[src/rtl/gpck_pkg.sv]
// Package for the knight-guarded lattice path counter.
// Holds field widths and the control struct passed to the cell unit.
// No dependencies.
`timescale 1ns / 1ps

package gpck_pkg;

  localparam int COORD_W = 6;
  localparam int COUNT_W = 62;
  localparam int PATH_W  = 63;

  typedef struct packed {
    logic first_row;
    logic first_col;
    logic bypass;
  } cell_ctl_t;

endpackage

[src/rtl/gpck_if.sv]
// Valid/ready channel interfaces for query and result transactions.
// Depends on gpck_pkg.
`timescale 1ns / 1ps

interface gpck_in_if import gpck_pkg::*; ();
  logic               valid;
  logic               ready;
  logic [COORD_W-1:0] target_row;
  logic [COORD_W-1:0] target_col;
  logic [COORD_W-1:0] guard_row;
  logic [COORD_W-1:0] guard_col;

  modport source (output valid, target_row, target_col, guard_row, guard_col, input ready);
  modport sink   (input valid, target_row, target_col, guard_row, guard_col, output ready);
endinterface

interface gpck_out_if import gpck_pkg::*; ();
  logic              valid;
  logic              ready;
  logic [PATH_W-1:0] path_count;

  modport source (output valid, path_count, input ready);
  modport sink   (input valid, path_count, output ready);
endinterface

[src/rtl/gpck_ram.sv]
// Generic single-write, single-read RAM with registered read data.
// No dependencies.
`timescale 1ns / 1ps

module gpck_ram #(
  parameter int Width = 8,
  parameter int Depth = 16
) (
  input  logic                     clk_i,
  input  logic                     we_i,
  input  logic [$clog2(Depth)-1:0] waddr_i,
  input  logic [Width-1:0]         wdata_i,
  input  logic                     re_i,
  input  logic [$clog2(Depth)-1:0] raddr_i,
  output logic [Width-1:0]         rdata_o
);

  logic [Width-1:0] mem_q [Depth];

  always_ff @(posedge clk_i) begin
    if (we_i) begin
      mem_q[waddr_i] <= wdata_i;
    end
    if (re_i) begin
      rdata_o <= mem_q[raddr_i];
    end
  end

endmodule

[src/rtl/gpck_cell_unit.sv]
// Shared cell unit: guard/knight block test and the one count adder.
// Keeps the last computed cell value. Depends on gpck_pkg.
`timescale 1ns / 1ps

module gpck_cell_unit import gpck_pkg::*; (
  input  logic               clk_i,
  input  logic               en_i,
  input  cell_ctl_t          ctl_i,
  input  logic [COORD_W-1:0] row_i,
  input  logic [COORD_W-1:0] col_i,
  input  logic [COORD_W-1:0] guard_row_i,
  input  logic [COORD_W-1:0] guard_col_i,
  input  logic [COUNT_W-1:0] up_rd_i,
  output logic [COUNT_W-1:0] value_o,
  output logic [COUNT_W-1:0] last_q_o
);

  logic signed [COORD_W:0] dr;
  logic signed [COORD_W:0] dc;
  logic                    dr1, dr2, dc1, dc2;
  logic                    blocked;
  logic [COUNT_W-1:0]      up;
  logic [COUNT_W-1:0]      left;
  logic [COUNT_W-1:0]      last_q;

  assign dr = $signed({1'b0, row_i}) - $signed({1'b0, guard_row_i});
  assign dc = $signed({1'b0, col_i}) - $signed({1'b0, guard_col_i});

  assign dr1 = (dr == 7'sd1) || (dr == -7'sd1);
  assign dr2 = (dr == 7'sd2) || (dr == -7'sd2);
  assign dc1 = (dc == 7'sd1) || (dc == -7'sd1);
  assign dc2 = (dc == 7'sd2) || (dc == -7'sd2);

  assign blocked = ((dr == '0) && (dc == '0)) || (dr1 && dc2) || (dr2 && dc1);

  // up comes from the row store, or from the previous cell on a one-column grid
  assign up   = ctl_i.first_row ? '0 : (ctl_i.bypass ? last_q : up_rd_i);
  assign left = ctl_i.first_col ? '0 : last_q;

  always_comb begin
    if (blocked) begin
      value_o = '0;
    end else if (ctl_i.first_row && ctl_i.first_col) begin
      value_o = COUNT_W'(1);
    end else begin
      value_o = up + left;
    end
  end

  always_ff @(posedge clk_i) begin
    if (en_i) begin
      last_q <= value_o;
    end
  end

  assign last_q_o = last_q;

endmodule

[src/rtl/grid_path_count_knight_block.sv]
// Top level: lattice path counter with a knight-guarded obstacle.
// Sequencer, row store and shared cell unit. Depends on gpck_pkg, gpck_if,
// gpck_ram, gpck_cell_unit.
//
//   port    dir  fields                                        handshake
//   in_i    in   target_row, target_col, guard_row, guard_col  valid/ready
//   out_o   out  path_count                                    valid/ready
//
// A query visits (n+1)*(m+1) cells, one per cycle, through one adder and one
// read/write port pair of the row store; n, m are the targets saturated to
// MAX_COORD. in_i.ready returns in the cycle the result becomes valid.
// No clearing pass after reset. in_i.ready is low while a query runs; a run
// that ends while the previous result still sits in the output register
// waits in ST_DONE until that result is taken.
`timescale 1ns / 1ps

module grid_path_count_knight_block import gpck_pkg::*; #(
  parameter int MAX_COORD = 32
) (
  input  logic       clk_i,
  input  logic       rst_ni,
  gpck_in_if.sink    in_i,
  gpck_out_if.source out_o
);

  localparam int Depth = MAX_COORD + 1;
  localparam int CW    = $clog2(Depth);

  localparam logic [1:0] ST_IDLE = 2'd0;
  localparam logic [1:0] ST_RUN  = 2'd1;
  localparam logic [1:0] ST_DONE = 2'd2;

  logic [1:0]         state_q, state_d;
  logic [CW-1:0]      tn_q, tn_d, tm_q, tm_d;
  logic [COORD_W-1:0] gr_q, gr_d, gc_q, gc_d;
  logic [CW-1:0]      ri_q, ri_d, ci_q, ci_d;
  logic               issue_done_q, issue_done_d;
  logic               b_valid_q, b_valid_d;
  logic [CW-1:0]      bi_q, bi_d, bj_q, bj_d;
  logic               byp_q, byp_d;
  logic [PATH_W-1:0]  path_count_q, path_count_d;
  logic               out_valid_q, out_valid_d;

  logic               rd_en;
  logic [COUNT_W-1:0] rd_data;
  logic [COUNT_W-1:0] cell_value;
  logic [COUNT_W-1:0] last_value;
  cell_ctl_t          cell_ctl;
  logic               in_fire;
  logic               out_free;

  assign in_fire  = in_i.valid && in_i.ready;
  assign out_free = !out_valid_q || out_o.ready;

  assign in_i.ready       = (state_q == ST_IDLE);
  assign out_o.valid      = out_valid_q;
  assign out_o.path_count = path_count_q;

  assign rd_en = (state_q == ST_RUN) && !issue_done_q;

  assign cell_ctl.first_row = (bi_q == '0);
  assign cell_ctl.first_col = (bj_q == '0);
  assign cell_ctl.bypass    = byp_q;

  always_comb begin
    state_d      = state_q;
    tn_d         = tn_q;
    tm_d         = tm_q;
    gr_d         = gr_q;
    gc_d         = gc_q;
    ri_d         = ri_q;
    ci_d         = ci_q;
    issue_done_d = issue_done_q;
    b_valid_d    = b_valid_q;
    bi_d         = bi_q;
    bj_d         = bj_q;
    byp_d        = byp_q;
    path_count_d = path_count_q;
    out_valid_d  = out_valid_q && !out_o.ready;
    case (state_q)
      ST_IDLE: begin
        if (in_fire) begin
          tn_d = (in_i.target_row > COORD_W'(MAX_COORD)) ? CW'(MAX_COORD)
                                                         : in_i.target_row[CW-1:0];
          tm_d = (in_i.target_col > COORD_W'(MAX_COORD)) ? CW'(MAX_COORD)
                                                         : in_i.target_col[CW-1:0];
          gr_d         = in_i.guard_row;
          gc_d         = in_i.guard_col;
          ri_d         = '0;
          ci_d         = '0;
          issue_done_d = 1'b0;
          b_valid_d    = 1'b0;
          byp_d        = 1'b0;
          state_d      = ST_RUN;
        end
      end
      ST_RUN: begin
        if (!issue_done_q) begin
          b_valid_d = 1'b1;
          bi_d      = ri_q;
          bj_d      = ci_q;
          // read of the column being written this cycle returns stale data
          byp_d     = b_valid_q && (bj_q == ci_q);
          if (ci_q == tm_q) begin
            ci_d = '0;
            if (ri_q == tn_q) begin
              issue_done_d = 1'b1;
            end else begin
              ri_d = ri_q + CW'(1);
            end
          end else begin
            ci_d = ci_q + CW'(1);
          end
        end else begin
          b_valid_d = 1'b0;
          byp_d     = 1'b0;
          if (out_free) begin
            path_count_d = PATH_W'(cell_value);
            out_valid_d  = 1'b1;
            state_d      = ST_IDLE;
          end else begin
            state_d = ST_DONE;
          end
        end
      end
      ST_DONE: begin
        // final cell value is held in the cell unit
        if (out_free) begin
          path_count_d = PATH_W'(last_value);
          out_valid_d  = 1'b1;
          state_d      = ST_IDLE;
        end
      end
      default: begin
        state_d = ST_IDLE;
      end
    endcase
  end

  always_ff @(posedge clk_i or negedge rst_ni) begin
    if (!rst_ni) begin
      state_q      <= ST_IDLE;
      ri_q         <= '0;
      ci_q         <= '0;
      issue_done_q <= 1'b0;
      b_valid_q    <= 1'b0;
      byp_q        <= 1'b0;
      out_valid_q  <= 1'b0;
    end else begin
      state_q      <= state_d;
      ri_q         <= ri_d;
      ci_q         <= ci_d;
      issue_done_q <= issue_done_d;
      b_valid_q    <= b_valid_d;
      byp_q        <= byp_d;
      out_valid_q  <= out_valid_d;
    end
  end

  always_ff @(posedge clk_i) begin
    tn_q         <= tn_d;
    tm_q         <= tm_d;
    gr_q         <= gr_d;
    gc_q         <= gc_d;
    bi_q         <= bi_d;
    bj_q         <= bj_d;
    path_count_q <= path_count_d;
  end

  gpck_ram #(
    .Width (COUNT_W),
    .Depth (Depth)
  ) u_row_store (
    .clk_i   (clk_i),
    .we_i    (b_valid_q),
    .waddr_i (bj_q),
    .wdata_i (cell_value),
    .re_i    (rd_en),
    .raddr_i (ci_q),
    .rdata_o (rd_data)
  );

  gpck_cell_unit u_cell (
    .clk_i       (clk_i),
    .en_i        (b_valid_q),
    .ctl_i       (cell_ctl),
    .row_i       (COORD_W'(bi_q)),
    .col_i       (COORD_W'(bj_q)),
    .guard_row_i (gr_q),
    .guard_col_i (gc_q),
    .up_rd_i     (rd_data),
    .value_o     (cell_value),
    .last_q_o    (last_value)
  );

  a_result_held: assert property (@(posedge clk_i) disable iff (!rst_ni)
    (out_o.valid && !out_o.ready) |=> out_o.valid && $stable(out_o.path_count))
    else $error("pending result dropped or changed");

  a_accept_starts_run: assert property (@(posedge clk_i) disable iff (!rst_ni)
    in_fire |=> (state_q == ST_RUN) && !issue_done_q && !b_valid_q)
    else $error("query accept did not start a run");

  a_bypass_single_col: assert property (@(posedge clk_i) disable iff (!rst_ni)
    byp_q |-> (tm_q == '0)) else $error("store bypass outside one-column grid");

  a_col_in_range: assert property (@(posedge clk_i) disable iff (!rst_ni)
    (state_q == ST_RUN) |-> (ci_q <= tm_q) && (ri_q <= tn_q))
    else $error("issue pointer beyond target");

  a_done_after_last: assert property (@(posedge clk_i) disable iff (!rst_ni)
    ((state_q == ST_RUN) && issue_done_q) |=> (state_q != ST_RUN) && out_o.valid)
    else $error("run did not finish after last cell");

endmodule
[src/flat_wrapper.sv]
// flat-port wrapper written by rule: the top's interface ports become plain ports
module grid_path_count_knight_block_flat import gpck_pkg::*;
#(
  parameter int MAX_COORD = 32
)
  (clk_i, rst_ni, in_i_valid, in_i_target_row, in_i_target_col, in_i_guard_row, in_i_guard_col, in_i_ready, out_o_valid, out_o_path_count, out_o_ready);
  gpck_in_if in_i_i ();
  gpck_out_if out_o_i ();
  input  logic clk_i;
  input  logic rst_ni;
  input wire logic [$bits(in_i_i.valid)-1:0] in_i_valid;
  input wire logic [$bits(in_i_i.target_row)-1:0] in_i_target_row;
  input wire logic [$bits(in_i_i.target_col)-1:0] in_i_target_col;
  input wire logic [$bits(in_i_i.guard_row)-1:0] in_i_guard_row;
  input wire logic [$bits(in_i_i.guard_col)-1:0] in_i_guard_col;
  output wire logic [$bits(in_i_i.ready)-1:0] in_i_ready;
  output wire logic [$bits(out_o_i.valid)-1:0] out_o_valid;
  output wire logic [$bits(out_o_i.path_count)-1:0] out_o_path_count;
  input wire logic [$bits(out_o_i.ready)-1:0] out_o_ready;
  assign in_i_i.valid = in_i_valid;
  assign in_i_i.target_row = in_i_target_row;
  assign in_i_i.target_col = in_i_target_col;
  assign in_i_i.guard_row = in_i_guard_row;
  assign in_i_i.guard_col = in_i_guard_col;
  assign in_i_ready = in_i_i.ready;
  assign out_o_valid = out_o_i.valid;
  assign out_o_path_count = out_o_i.path_count;
  assign out_o_i.ready = out_o_ready;
  grid_path_count_knight_block #(.MAX_COORD(MAX_COORD)) u_core (.clk_i(clk_i), .rst_ni(rst_ni), .in_i(in_i_i), .out_o(out_o_i));
endmodule
[config.mk]
export PLATFORM = sky130hd
export DESIGN_NAME = grid_path_count_knight_block_flat
export DESIGN_NICKNAME = d
export VERILOG_FILES = /design/src/rtl/gpck_pkg.sv /design/src/rtl/gpck_if.sv /design/src/rtl/gpck_ram.sv /design/src/rtl/gpck_cell_unit.sv /design/src/rtl/grid_path_count_knight_block.sv /design/src/flat_wrapper.sv
export SDC_FILE = /design/constraint.sdc
export NUM_CORES = 2
export LEC_CHECK = 0
export BUFFER_PORTS_ARGS = -buffer_cell sky130_fd_sc_hd__buf_2
export CORE_UTILIZATION = 40
export CTS_CLUSTER_SIZE = 25
export DETAILED_ROUTE_END_ITERATION = 8
export GPL_TIMING_DRIVEN = 0
export MAX_ROUTING_LAYER = met4
export SLEW_MARGIN = 25
export SYNTH_ARGS = -nofsm -noshare
export SYNTH_HDL_FRONTEND = slang
export SYNTH_SLANG_ARGS = --single-unit
[constraint.sdc]
create_clock -name clk_i -period 11.27 [get_ports clk_i]
set_input_delay 1.6905 -clock clk_i [delete_from_list [all_inputs] [get_ports clk_i]]
set_output_delay 1.6905 -clock clk_i [all_outputs]
set_load 0.02 [all_outputs]
==> results <==
- The run finished with clean final reports.
- The post-cts resize count is 0.
- Synthesis inferred 2286 register bits.
- Dividing the detail-routed via count by the number of cells gives 5.66.
- The post-synthesis sequential area ratio is 74.3%.
- The count of buffers added on input and output ports is 91.
- The final setup skew is 0.0913 ns.
- The critical path goes through or4_1 -> nor3_1 -> clkbuf_1 -> buf_1 -> nor2_1 -> ha_1 -> o211ai_1 -> a211oi_1 -> o21ai_0 -> a2111oi_1 -> o21ai_1 -> o21ai_2 -> a31oi_1 -> xor2_1 -> o31ai_1.
- Once placement finished, the instance area stood at 101000 µm².
- In the global route stage, overall resource usage came out at 21.0%.
- Of all flip-flops after synthesis, the portion carrying an async set or reset was 0.787%.
- The number of iterations in the first detailed-routing pass is 5.
- Of the available clock period, the critical path in the final layout requires 64.8%.
- The fill cell instance count of the final layout is 18700.
- The wire length of the first global-routing pass is 339 mm.
- The maximum operating frequency is 137 MHz.
- The CTS tree is done.
- The nature of the critical path endpoint is a flop.
- In the synthesized netlist the dominant register cell turns out to be edfxtp_1.
- The worst setup path is launched from a flop.
- The worst slew margin relative to its limit is 23.9%.
- The distinct cell type count after synthesis is 82.
- The number of buffers inserted by post-CTS setup repair is 0.
- The setup path with the least slack is of type flop to flop.
- The class of the tightest hold or removal check is flop to flop.
- STA puts the critical path data arrival time at 7.82 ns.
- The routed wirelength normalized by instance count is 28.5 µm.
- Of all nets on the critical path, the largest fanout is 10.
- The adder-cell share of the synthesized area is 1.12%.
- Entering global routing, the biggest net connects 40 pins.
- For the worst setup path, the data required time is 11.78 ns.
- The largest incremental delay on the critical path is 0.85 ns.
- The finished cells cover 108000 µm².
- The number of antenna violations at the first check in global routing is 8.
- The gate family responsible for the most delay along the worst path is compound AO/OA/AOI/OAI gates.
- The clock slew at the register clock pins of the worst setup and hold paths is 0.06 ns.
- The number of placement rows is 175.
- Clock latency on the worst-skew pair, taken at its later pin, is 0.89 ns.
- The number of synthesis warnings is 0.
- Setup repair after global routing left no endpoint under its margin.
- From bottom edge to top edge, the die measures 482 µm.
- The buffer and inverter count on the worst path is 2.
- By area the synthesized netlist is led by edfxtp_1 (74%), mux4_2 (15%), mux2i_1 (1.3%).
- The floorplan step defined a die boundary enclosing 233000 µm².
- The tree is rooted in a clkbuf_16.
- The multiplexer share of the synthesized area is 16.5%.
- Synthesis produced a netlist whose cell count is 4532.
- The first routing iteration left 5122 violations.
- The setup-violating endpoint count in the final report is 0.
- The dominant combinational cell family by area after synthesis is multiplexers.
- The number of endpoints with negative hold slack in the final report is 0.
- The area of combinational cells with multiple inputs is 23100 µm².
- The largest area contributor in the synthesized netlist is edfxtp_1.
- The simple-gate area share of the yosys netlist is 3.17%.
- Counting flops with a built-in enable in the synthesized netlist gives 2268.
- From synthesis to final layout, the design area changed by 17.4%.
- After synthesis, the mean cell area works out to 20.4 µm².
- The number of max-cap violations is 0.
- The number of global-route vias before repair is 47500.
- The count of final max-slew check failures was 0.
- The top cell type by area accounts for 73.8% of the synthesized area.
- 93 I/O pins were placed.
- The transition time of the tightest slew-check pin is 1.13 ns.
- The synthesized netlist devotes 0.731% of its cell area to XOR and XNOR gates.
- The maximum clock insertion buffer count is 3.
- The post-synthesis instance area is 92200 µm².
- Cells with a size suffix above 1 make up 27.5% of the layout.
- In the synthesized netlist, the cells that appear most often are edfxtp_1 (2268), mux4_2 (620), nand2_1 (207).
- The horizontal extent of the die is 482 µm.
- For this run, design rule violations remaining after detail routing come to 0.
- The detailed placer's ending HPWL is 166 mm.
- The H-tree was split into 4 levels.
- edfxtp_1 is the most common cell in the netlist.
- The number of hold buffers added after CTS is 0.
- The synthesized-area fraction occupied by ao, oa, aoi and oai cells is 2.89%.
- The clock buffer count from CTS is 228.
- The number of nets with antenna violations after routing is 0.
- The net count reported at finish is 5151.
- The cell at the slowest stage of the critical path is nor3_1.
- The effective utilization at floorplan is 40.4%.
- Counting every net in the synthesized netlist gives 4641.
- For this run the aggregate overflow at the end of global routing stands at 0.
- The aggregate routed wire length is 235 mm.
- The detailed router placed 46700 vias in this run.
- The tree built by TritonCTS fans out to 2286 sinks.
- The region available for standard cell placement spans 228000 µm².
- Summing all flip-flop and latch instances after layout gives 68600 µm².
- At the end of routability-driven placement, the weighted congestion stood at 0.869.
- The worst path needs 7.31 ns of the cycle, external delays included.
==> worst paths after layout <==
| path | from | end | slack [ns] | cells after the start |
|---|---|---|---|---|
| worst max-delay path | u_core.bi_q[2]$_DFFE_PP_ | u_core.out_o.path_count[56]$_DFFE_PP_ | 3.96 | 15 |
| worst min-delay path | u_core.ci_q[2]$_DFFE_PN0P_ | u_core.bj_q[2]$_DFFE_PP_ | 0.46 | 0 |
| worst max register to register | u_core.bi_q[2]$_DFFE_PP_ | u_core.out_o.path_count[56]$_DFFE_PP_ | 3.96 | 15 |
| worst min register to register | u_core.ci_q[2]$_DFFE_PN0P_ | u_core.bj_q[2]$_DFFE_PP_ | 0.46 | 0 |
| max in group asynchronous | rst_ni | u_core.b_valid_q$_DFFE_PN0P_ | 10.06 | 1 |
| min in group asynchronous | rst_ni | u_core.issue_done_q$_DFFE_PN0P_ | 0.77 | 1 |
==> sequential cells by signal, indices dropped and copies added (netlist names), 6 cells and up <==
signal	flops
u_core.ci_q	6
u_core.u_cell.last_q_o	62
u_core.u_row_store.rdata_o	62
u_core.gc_q	6
u_core.tm_q	6
u_core.u_row_store.mem_q	2046
u_core.gr_q	6
u_core.tn_q	6
u_core.out_o.path_count	62
u_core.bj_q	6
u_core.bi_q	6
u_core.ri_q	6
==> metrics by stage <==
stage / hold slack, ns / setup slack, ns / TNS (ns) / utilization [%] / instances
floorplan: 0.423 / 2.06 / 0 / - / 4532
global placement: 0.426 / -2.77 / -171.09 / 42.2 / 7632
detailed placement: 0.432 / 4.24 / 0 / 44.2 / 7820
CTS: 0.449 / 4.18 / 0 / 47.4 / 8246
global route: 0.473 / 3.74 / 0 / 47.4 / 8254
finish: 0.458 / 3.96 / 0 / 47.4 / 8261
==> final cells by class <==
type / count / share of cell area (%)
multi-input cells: 1953 / 21.3
flip-flops and latches: 2286 / 63.3
inverters: 45 / 0.156
well taps: 3009 / 3.48
repair buffers: 280 / 3.88
clock inverters: 149 / 1.34
diodes: 14 / 0.0324
plain buffers: 248 / 0.988
clock buffers: 277 / 5.46
==> kinds of logic after synthesis <==
logic type / Yosys count
AO/OA/AOI/OAI: 417
XOR/XNOR: 77
adder cells (fa/ha/maj): 81
buffers and inverters: 293
flip-flops: 2286
multiplexers: 745
other: 1
AND/OR/NAND/NOR: 632
==> cells in the final DEF, fill, tap and decap left out, drive strengths merged, types with 6 or more instances in the layout <==
master / instances
xor2: 44
dfrtp: 18
bufinv: 19
inv: 49
nor2: 203
mux4: 620
buf: 352
a31oi: 11
o21ai: 126
nand2: 207
o211ai: 8
nand4: 26
nand3: 21
clkbuf: 453
and3: 11
nor4: 8
a21o: 29
o21bai: 15
a21oi: 101
a211oi: 7
nand2b: 15
edfxtp: 2268
mux2i: 124
nor3: 21
xnor2: 33
o31ai: 63
diode: 14
nor2b: 24
or2: 6
ha: 78
and2: 67
clkinv: 122
o21a: 10
or3: 7
==> metal layers <==
metal  track usage (%)  vias up  share of wire (%)
li1                  -    19800                  -
met5                 -        -                  0
met3              3.82      289                6.7
met1              28.2    25000                 42
met2              33.3     1608                 49
met4              5.41        0                2.3
Power is not shown: default switching activity piles up to over one toggle a cycle in this logic, so the estimate is an artifact.
